[src/rtl/laft_pkg.sv]
// shared constants and register indexes for the looping animation frame timer
`default_nettype none
package laft_pkg;

    localparam int TIME_WIDTH = 16;

    // accumulator holds leftover time plus one elapsed value
    localparam int ACC_W = TIME_WIDTH + 1;
    // frame index plus frame steps, one spare bit for the carry
    localparam int POS_W = ((ACC_W > 16) ? ACC_W : 16) + 1;
    localparam int CNT_W = $clog2(POS_W + 1);

    // low TIME_WIDTH bits of a 16-bit time field
    localparam logic [15:0] TIME_MASK16 =
        (TIME_WIDTH >= 16) ? 16'hFFFF : 16'((32'd1 << TIME_WIDTH) - 32'd1);
    // the accumulator can only exceed 32 bits at the widest time setting
    localparam bit TIME_SAT = (TIME_WIDTH >= 32);

    localparam logic [2:0] REG_FRAME_PERIOD = 3'd0;
    localparam logic [2:0] REG_FRAME_COUNT  = 3'd1;
    localparam logic [2:0] REG_LOOP_ENABLE  = 3'd2;
    localparam logic [2:0] REG_LOOP_LIMIT   = 3'd3;
    localparam logic [2:0] REG_START_FRAME  = 3'd4;

    localparam logic REQ_ADVANCE = 1'b0;
    localparam logic REQ_RESTART = 1'b1;

    typedef struct packed {
        logic         finished;
        logic         visible;
        logic         running;
        logic [15:0]  current_frame;
    } laft_result_t;

endpackage
`default_nettype wire

[src/rtl/looping_animation_frame_timer_unit.sv]
// looping animation frame timer: control, state and result register
//
//  channel   direction  handshake               payload
//  s_*       in         s_tvalid / s_tready     s_tdata, s_tuser (request kind)
//  m_*       out        m_tvalid / m_tready     m_tdata (one result per request)
//  cfg_*     in         cfg_we                  cfg_addr, cfg_wdata
//
// a restart or a disabled advance goes straight to ST_WRITE, which loads the result register
// once the output register is empty or being read
// an advance runs two serial divisions in one shared divider, in ST_DIV1 and then ST_DIV2,
// and ST_WRITE then loads the result register once the output register is empty or being read
// reset clears the state to frame 0, an endless loop budget, running
// s_tready is low while a request is in work; the next request may be taken
// while a result still waits in the output register
`default_nettype none
module looping_animation_frame_timer_unit (
    input  wire logic        clk,
    input  wire logic        rst_n,
    input  wire logic        s_tvalid,
    output logic             s_tready,
    input  wire logic [63:0] s_tdata,   // elapsed_time[15:0], main_frame[47:16], first_frame[63:48]
    input  wire logic        s_tuser,   // req_type
    output logic             m_tvalid,
    input  wire logic        m_tready,
    output logic [23:0]      m_tdata,   // current_frame[15:0], running[16], visible[17], finished[18]
    input  wire logic        cfg_we,
    input  wire logic [2:0]  cfg_addr,
    input  wire logic [31:0] cfg_wdata
);
    import laft_pkg::*;

    localparam logic [1:0] ST_IDLE  = 2'd0;
    localparam logic [1:0] ST_DIV1  = 2'd1;
    localparam logic [1:0] ST_DIV2  = 2'd2;
    localparam logic [1:0] ST_WRITE = 2'd3;

    logic [1:0]            st_reg, st_next;
    logic [15:0]           period_reg, period_next;
    logic [15:0]           count_reg, count_next;
    logic                  loop_en_reg, loop_en_next;
    logic [15:0]           limit_reg, limit_next;
    logic [31:0]           start_frame_reg, start_frame_next;
    logic [TIME_WIDTH-1:0] time_left_reg, time_left_next;
    logic [TIME_WIDTH-1:0] time_rem_reg, time_rem_next;
    logic [15:0]           frame_idx_reg, frame_idx_next;
    logic [15:0]           loops_left_reg, loops_left_next;
    logic                  run_reg, run_next;
    logic                  cmp_reg, cmp_next;
    logic                  fin_reg, fin_next;
    logic                  out_valid_reg, out_valid_next;
    laft_result_t          out_reg, out_next;

    logic [15:0]           elapsed_time;
    logic [31:0]           main_frame;
    logic [15:0]           first_frame;
    logic [15:0]           period_eff;
    logic [TIME_WIDTH-1:0] elapsed_eff;
    logic [ACC_W-1:0]      sum;
    logic [ACC_W-1:0]      acc;
    logic                  accept;
    logic                  enabled;
    logic                  stop;

    logic                  div_start;
    logic [POS_W-1:0]      div_dividend;
    logic [15:0]           div_divisor;
    logic                  div_done;
    logic [POS_W-1:0]      div_quo;
    logic [15:0]           div_rem;

    laft_div u_div (
        .clk       (clk),
        .rst_n     (rst_n),
        .start     (div_start),
        .dividend  (div_dividend),
        .divisor   (div_divisor),
        .done      (div_done),
        .quotient  (div_quo),
        .remainder (div_rem)
    );

    assign elapsed_time = s_tdata[15:0];
    assign main_frame   = s_tdata[47:16];
    assign first_frame  = s_tdata[63:48];

    assign s_tready = (st_reg == ST_IDLE);
    assign accept   = s_tvalid && s_tready;
    assign enabled  = (period_eff != 16'd0) && (count_reg != 16'd0);

    assign period_eff  = period_reg & TIME_MASK16;
    assign elapsed_eff = TIME_WIDTH'(elapsed_time & TIME_MASK16);
    assign sum         = {1'b0, time_left_reg} + {1'b0, elapsed_eff};
    // saturate at TIME_WIDTH bits of ones
    assign acc = (TIME_SAT && sum[ACC_W-1]) ? {1'b0, {TIME_WIDTH{1'b1}}} : sum;

    assign div_start = (accept && (s_tuser == REQ_ADVANCE) && enabled)
                     || ((st_reg == ST_DIV1) && div_done);
    assign div_dividend = (st_reg == ST_IDLE) ? POS_W'(acc)
                        : POS_W'(frame_idx_reg) + div_quo;
    assign div_divisor  = (st_reg == ST_IDLE) ? period_eff : count_reg;

    // div_quo holds the pass count during the second division's done cycle
    assign stop = (div_quo != '0)
               && (!loop_en_reg
                   || ((loops_left_reg != 16'd0) && (div_quo >= POS_W'(loops_left_reg))));

    always_comb
    begin
        st_next          = st_reg;
        period_next      = period_reg;
        count_next       = count_reg;
        loop_en_next     = loop_en_reg;
        limit_next       = limit_reg;
        start_frame_next = start_frame_reg;
        time_left_next   = time_left_reg;
        time_rem_next    = time_rem_reg;
        frame_idx_next   = frame_idx_reg;
        loops_left_next  = loops_left_reg;
        run_next         = run_reg;
        cmp_next         = cmp_reg;
        fin_next         = fin_reg;
        out_valid_next   = out_valid_reg;
        out_next         = out_reg;

        if (m_tvalid && m_tready)
        begin
            out_valid_next = 1'b0;
        end

        if (cfg_we)
        begin
            case (cfg_addr)
                REG_FRAME_PERIOD:
                begin
                    period_next    = cfg_wdata[15:0];
                    time_left_next = '0;
                end
                REG_FRAME_COUNT:  count_next       = cfg_wdata[15:0];
                REG_LOOP_ENABLE:  loop_en_next     = cfg_wdata[0];
                REG_LOOP_LIMIT:   limit_next       = cfg_wdata[15:0];
                REG_START_FRAME:  start_frame_next = cfg_wdata;
                default: ;
            endcase
        end

        case (st_reg)
            ST_IDLE:
            begin
                if (accept)
                begin
                    cmp_next = (main_frame >= start_frame_reg);
                    fin_next = 1'b0;
                    if (s_tuser == REQ_RESTART)
                    begin
                        run_next        = 1'b1;
                        time_left_next  = '0;
                        frame_idx_next  = first_frame;
                        loops_left_next = limit_reg;
                        st_next         = ST_WRITE;
                    end
                    else if (enabled)
                    begin
                        st_next = ST_DIV1;
                    end
                    else
                    begin
                        st_next = ST_WRITE;
                    end
                end
            end
            ST_DIV1:
            begin
                if (div_done)
                begin
                    time_rem_next = TIME_WIDTH'(div_rem);
                    st_next       = ST_DIV2;
                end
            end
            ST_DIV2:
            begin
                if (div_done)
                begin
                    if (stop)
                    begin
                        fin_next        = run_reg;
                        time_left_next  = '0;
                        frame_idx_next  = 16'd0;
                        loops_left_next = 16'd1;
                        run_next        = 1'b0;
                    end
                    else
                    begin
                        // with no pass spent the remainder equals the position
                        frame_idx_next = div_rem;
                        time_left_next = time_rem_reg;
                        if ((div_quo != '0) && (loops_left_reg != 16'd0))
                        begin
                            loops_left_next = loops_left_reg - div_quo[15:0];
                        end
                    end
                    st_next = ST_WRITE;
                end
            end
            ST_WRITE:
            begin
                if (!out_valid_reg || m_tready)
                begin
                    out_valid_next         = 1'b1;
                    out_next.current_frame = frame_idx_reg;
                    out_next.running       = run_reg;
                    out_next.visible       = run_reg && cmp_reg;
                    out_next.finished      = fin_reg;
                    st_next                = ST_IDLE;
                end
            end
            default: st_next = ST_IDLE;
        endcase
    end

    always_ff @(posedge clk or negedge rst_n)
    begin
        if (!rst_n)
        begin
            st_reg          <= ST_IDLE;
            period_reg      <= 16'd0;
            count_reg       <= 16'd0;
            loop_en_reg     <= 1'b0;
            limit_reg       <= 16'd0;
            start_frame_reg <= 32'd0;
            time_left_reg   <= '0;
            frame_idx_reg   <= 16'd0;
            loops_left_reg  <= 16'd0;
            run_reg         <= 1'b1;
            out_valid_reg   <= 1'b0;
        end
        else
        begin
            st_reg          <= st_next;
            period_reg      <= period_next;
            count_reg       <= count_next;
            loop_en_reg     <= loop_en_next;
            limit_reg       <= limit_next;
            start_frame_reg <= start_frame_next;
            time_left_reg   <= time_left_next;
            frame_idx_reg   <= frame_idx_next;
            loops_left_reg  <= loops_left_next;
            run_reg         <= run_next;
            out_valid_reg   <= out_valid_next;
        end
    end

    always_ff @(posedge clk)
    begin
        time_rem_reg <= time_rem_next;
        cmp_reg      <= cmp_next;
        fin_reg      <= fin_next;
        out_reg      <= out_next;
    end

    assign m_tvalid = out_valid_reg;
    assign m_tdata  = {5'd0, out_reg};

endmodule
`default_nettype wire

[src/rtl/laft_div.sv]
// bit-serial restoring divider, one quotient bit per cycle
`default_nettype none
module laft_div (
    input  wire logic                     clk,
    input  wire logic                     rst_n,
    input  wire logic                     start,
    input  wire logic [laft_pkg::POS_W-1:0] dividend,
    input  wire logic [15:0]              divisor,
    output logic                          done,
    output logic [laft_pkg::POS_W-1:0]    quotient,
    output logic [15:0]                   remainder
);
    import laft_pkg::*;

    logic [POS_W-1:0] q_reg, q_next;
    logic [15:0]      rem_reg, rem_next;
    logic [15:0]      d_reg, d_next;
    logic [CNT_W-1:0] cnt_reg, cnt_next;
    logic             busy_reg, busy_next;
    logic             done_reg, done_next;
    logic [16:0]      r_sh;
    logic [16:0]      r_sub;
    logic             ge;

    always_comb
    begin
        r_sh  = {rem_reg, q_reg[POS_W-1]};
        ge    = (r_sh >= {1'b0, d_reg});
        r_sub = r_sh - {1'b0, d_reg};

        q_next    = q_reg;
        rem_next  = rem_reg;
        d_next    = d_reg;
        cnt_next  = cnt_reg;
        busy_next = busy_reg;
        done_next = 1'b0;

        if (start)
        begin
            q_next    = dividend;
            rem_next  = 16'd0;
            d_next    = divisor;
            cnt_next  = CNT_W'(POS_W);
            busy_next = 1'b1;
        end
        else if (busy_reg)
        begin
            q_next   = {q_reg[POS_W-2:0], ge};
            rem_next = ge ? r_sub[15:0] : r_sh[15:0];
            cnt_next = cnt_reg - CNT_W'(1);
            if (cnt_reg == CNT_W'(1))
            begin
                busy_next = 1'b0;
                done_next = 1'b1;
            end
        end
    end

    always_ff @(posedge clk or negedge rst_n)
    begin
        if (!rst_n)
        begin
            cnt_reg  <= '0;
            busy_reg <= 1'b0;
            done_reg <= 1'b0;
        end
        else
        begin
            cnt_reg  <= cnt_next;
            busy_reg <= busy_next;
            done_reg <= done_next;
        end
    end

    always_ff @(posedge clk)
    begin
        q_reg   <= q_next;
        rem_reg <= rem_next;
        d_reg   <= d_next;
    end

    assign done      = done_reg;
    assign quotient  = q_reg;
    assign remainder = rem_reg;

endmodule
`default_nettype wire

[config.mk]
export PLATFORM = sky130hd
export DESIGN_NAME = looping_animation_frame_timer_unit
export DESIGN_NICKNAME = d
export VERILOG_FILES = /design/src/rtl/laft_pkg.sv /design/src/rtl/looping_animation_frame_timer_unit.sv /design/src/rtl/laft_div.sv
export SDC_FILE = /design/constraint.sdc
export NUM_CORES = 1
export LEC_CHECK = 0
export ABC_AREA = 1
export BUFFER_PORTS_ARGS = -buffer_cell sky130_fd_sc_hd__buf_2
export CAP_MARGIN = 20
export CELL_PAD_IN_SITES_DETAIL_PLACEMENT = 1
export CELL_PAD_IN_SITES_GLOBAL_PLACEMENT = 1
export CORE_MARGIN = 4
export CORE_UTILIZATION = 48
export CTS_CLUSTER_DIAMETER = 200
export DETAILED_ROUTE_END_ITERATION = 7
export PLACE_DENSITY_LB_ADDON = 0.3
export SLEW_MARGIN = 20
export SYNTH_ARGS = -nofsm -noshare
export SYNTH_HDL_FRONTEND = slang
export SYNTH_HIERARCHICAL = 1
export SYNTH_SLANG_ARGS = --single-unit
export TNS_END_PERCENT = 20
[constraint.sdc]
create_clock -name clk -period 7.6 [get_ports clk]
set_clock_uncertainty 0.2 [all_clocks]
set_input_delay 1.14 -clock clk [delete_from_list [all_inputs] [get_ports clk]]
set_output_delay 1.14 -clock clk [all_outputs]
set_load 0.01 [all_outputs]
==> run_results.csv <==
group,metric,value,unit
final_layout,utilization,55.0,%
clocking,post_cts_resize_count,0,
worst_setup_path,timing.rr.end,"frame_idx_reg[6]",
final_layout,areaGrowthSynthToFinish,13.0,%
worst_setup_path,data_arrival_time_of_the_critical_path,4180,ps
grt,grt_overflow_total,0,
route,drc_violation_count_after_routing,0,
worst_setup_path,timing.critical_path.from,"st_reg[0]",
sta,upper_clock_frequency_limit,0.253,GHz
placement,placedCellCount,2384,
final_layout,post_layout_nonfiller_instances,2438,
placement,routabilityCongestion,0.952,
sta,final.min_clock_period,3950,ps
clocking,cts.sinks,227,
synth,post_synth_main_area_contributors,"sky130_fd_sc_hd__dfrtp_1 (24%), sky130_fd_sc_hd__nand2_1 (15%), sky130_fd_sc_hd__edfxtp_1 (15%)",
clocking,cts_post_setup_buffers_inserted,0,
die,die-area,0.0330,mm²
grt,number_of_antenna_violations_at_the_first_check_in_global_routing,2,
placement,post-dp-hpwl,35800,µm
synth,synth_area,0.0145,mm²
sta,slew_viol_final,0,
clocking,clkLatencyLatePin,560,ps
synth,syn-mean-instance-area,7.56,µm²
die,placement_rows,63,
final_layout,layout-drive-gt1-share,10.7,%
die,core_region_area,0.0297,mm²
pwr,power-per-cell-area,446,mW/mm²
sta,timing.slew.headroom,32.3,%
pwr,ir_drop,0.202,mV
die,start_util,48.7,%
route,post_detailed_routing_wire_length,46600,µm
die,dieHeight,182,µm
grt,grt_max_degree,73,
route,firstDrtPassIters,5,
grt,grt_pass1_vias,13966,
sta,final_hold_viol_count,0,
worst_setup_path,r2r_slack,3650,ps
placement,portBuffers,125,
synth,ys_ff_latch,227,
die,floorplan.io_pins,131,
route,route.vias.total,13406,
clocking,tritoncts,"done",
synth,synth_top_flop_cell,"sky130_fd_sc_hd__dfrtp_1",
final_layout,largest_reg_flops,32,
clocking,numCtsBuffers,27,
synth,synth-warning-count,6,
final_layout,design.final.nets,2250,
worst_setup_path,timing.critical_path.required,7820,ps
sta,finalSetupViolCount,0,
final_layout,commonest_cells_after_routing_fill_and_taps_aside,"sky130_fd_sc_hd__nand2_1 (590), sky130_fd_sc_hd__inv_1 (277), sky130_fd_sc_hd__dfrtp_1 (139), sky130_fd_sc_hd__o21ai_0 (136), sky130_fd_sc_hd__a21oi_1 (133)",
worst_setup_path,critical_path_peak_fanout,47,
synth,post-synth-top-area-cell,"sky130_fd_sc_hd__dfrtp_1",
worst_setup_path,timing.critical_path.from_type,"flop",
route,first_iter_violations,772,
sta,rsz_0062_raised_after_global_routing,"no",
synth,syn-instance-count,1915,
sta,tightestPinTransition,1010,ps
clocking,clk_root_buffer_cell,"sky130_fd_sc_hd__clkbuf_16",
synth,synth_sequential_area_ratio,41.2,%
hold_path,hold_path_startpoint,"limit_reg[12]",
sta,fin_tns_setup,0,ps
run_status,status,"complete, no violations",
grt,grtUsageTotal,27.5,%
route,wire_per_inst,19.1,µm
pwr,static-leakage-power,8.59,nW
clocking,h-tree-depth,1,
route,post_drt_via_cell_ratio,5.50,
synth,post_synth_num_cell_types,55,
worst_setup_path,worstSetupEndpoint,"frame_idx_reg[6]",
hold_path,hold_path_class,"flop to flop",
synth,async_flop_share,61.7,%
job,drv.max_cap_violation_count,0,
clocking,holdBufCountCts,0,
synth,edff_count_synth,71,
clocking,max-clock-path-buffers,3,
worst_setup_path,r2r-start,"st_reg[0]",
final_layout,layout_commonest_cell,"sky130_fd_sc_hd__nand2_1",
grt,wire_length_of_the_first_global_routing_pass,73700,µm
synth,netlist.area_leader.share,24.0,%
worst_setup_path,ff2ff_path_depth,9,
route,antenna_left,0,
worst_setup_path,critical_path.endpoint_type,"flop",
worst_setup_path,timing.setup.critical_path_class,"flop to flop",
clocking,cts.clk_slew.worst_paths,60,ps
die,die_width,182,µm
sta,final.period_utilization,52.0,%
layout make-up:
| type | instances | area, µm² |
|---|---|---|
| clock buffer | 32 | 736 |
| sequential | 227 | 5960 |
| clock inverter | 18 | 193 |
| fill | 3746 | 13400 |
| multi-input combinational | 1353 | 7210 |
| antenna | 3 | 7.51 |
| timing repair buffer | 132 | 701 |
| tap | 390 | 488 |
| inverter | 283 | 1060 |
power breakdown:
part	total, mW	internal, mW	switching, mW
combinational	3.82	1.22	2.60
clock	1.34	0.799	0.543
sequential	2.12	1.71	0.412
total	7.29	3.73	3.56
metal layers:
layer	track usage [%]	vias to the layer above	wire length, µm
met1	35.7	6556	20000
met4	9.22	0	1760
met5	0	-	0
met2	48.1	331	23000
li1	-	6422	-
met3	3.00	97	1780
worst max-delay path, cell delays in order, from the launching register on:
cell and delay (ps):
sky130_fd_sc_hd__dfrtp_1 390, sky130_fd_sc_hd__inv_1 100, sky130_fd_sc_hd__ha_2 190, sky130_fd_sc_hd__buf_4 300
sky130_fd_sc_hd__inv_2 560, sky130_fd_sc_hd__o211ai_2 300, sky130_fd_sc_hd__nor2_2 840, sky130_fd_sc_hd__inv_2 470
sky130_fd_sc_hd__a21oi_1 330, sky130_fd_sc_hd__a21oi_1 120
synthesized netlist by cell type (6+ instances only):
cell and n:
sky130_fd_sc_hd__a21oi_1 134, sky130_fd_sc_hd__buf_2 9, sky130_fd_sc_hd__buf_4 10, sky130_fd_sc_hd__clkbuf_1 29, sky130_fd_sc_hd__dfrtp_1 139, sky130_fd_sc_hd__dfxtp_1 16
sky130_fd_sc_hd__edfxtp_1 71, sky130_fd_sc_hd__ha_1 117, sky130_fd_sc_hd__inv_1 278, sky130_fd_sc_hd__nand2_1 590, sky130_fd_sc_hd__nand3_1 113, sky130_fd_sc_hd__nand3b_1 11
sky130_fd_sc_hd__nand4_1 33, sky130_fd_sc_hd__nor2_1 103, sky130_fd_sc_hd__nor2_2 8, sky130_fd_sc_hd__nor3_1 9, sky130_fd_sc_hd__nor4_1 13, sky130_fd_sc_hd__o21ai_0 137
sky130_fd_sc_hd__xnor2_1 6, sky130_fd_sc_hd__xor2_1 14
worst min path at each step:
stage	depth (start not counted)	end
after floorplan	0	m_tdata[18]
after global placement	1	u_div/cnt_reg[3]
after detailed placement	1	u_div/cnt_reg[3]
after CTS	1	u_div/cnt_reg[3]
after global routing	0	m_tdata[0]
final	2	limit_reg[12]
kinds of logic (layout without fill, tap and decap cells):
kind of cell / count (synthesis) / after routing / synth area share, %
AOI/OAI and AO/OA: 304 / 304 / 11.1
DFF: 227 / 227 / 41.2
adders and majority gates: 121 / 121 / 10.7
xor gates and xnor gates: 20 / 20 / 1.21
buffers and inverters: 339 / 465 / 9.27
and+or+nand+nor: 902 / 902 / 26.5
other: 1 / 8 / 0.0259
muxes: 1 / 1 / 0.0692
per-stage QoR:
stage               instance area, µm²  power, mW  setup WS (ps)  hold WS, ps
global placement                 15400       5.64           3900          254
detailed placement               15400       5.86           3750          266
CTS                              16300       7.25           3740          288
finish                           16400       7.29           3650          282
global route                     16400       7.88           3460          307
floorplan                        14500       4.69           3470          200
Note: power is estimated with default switching activity, not from simulation.
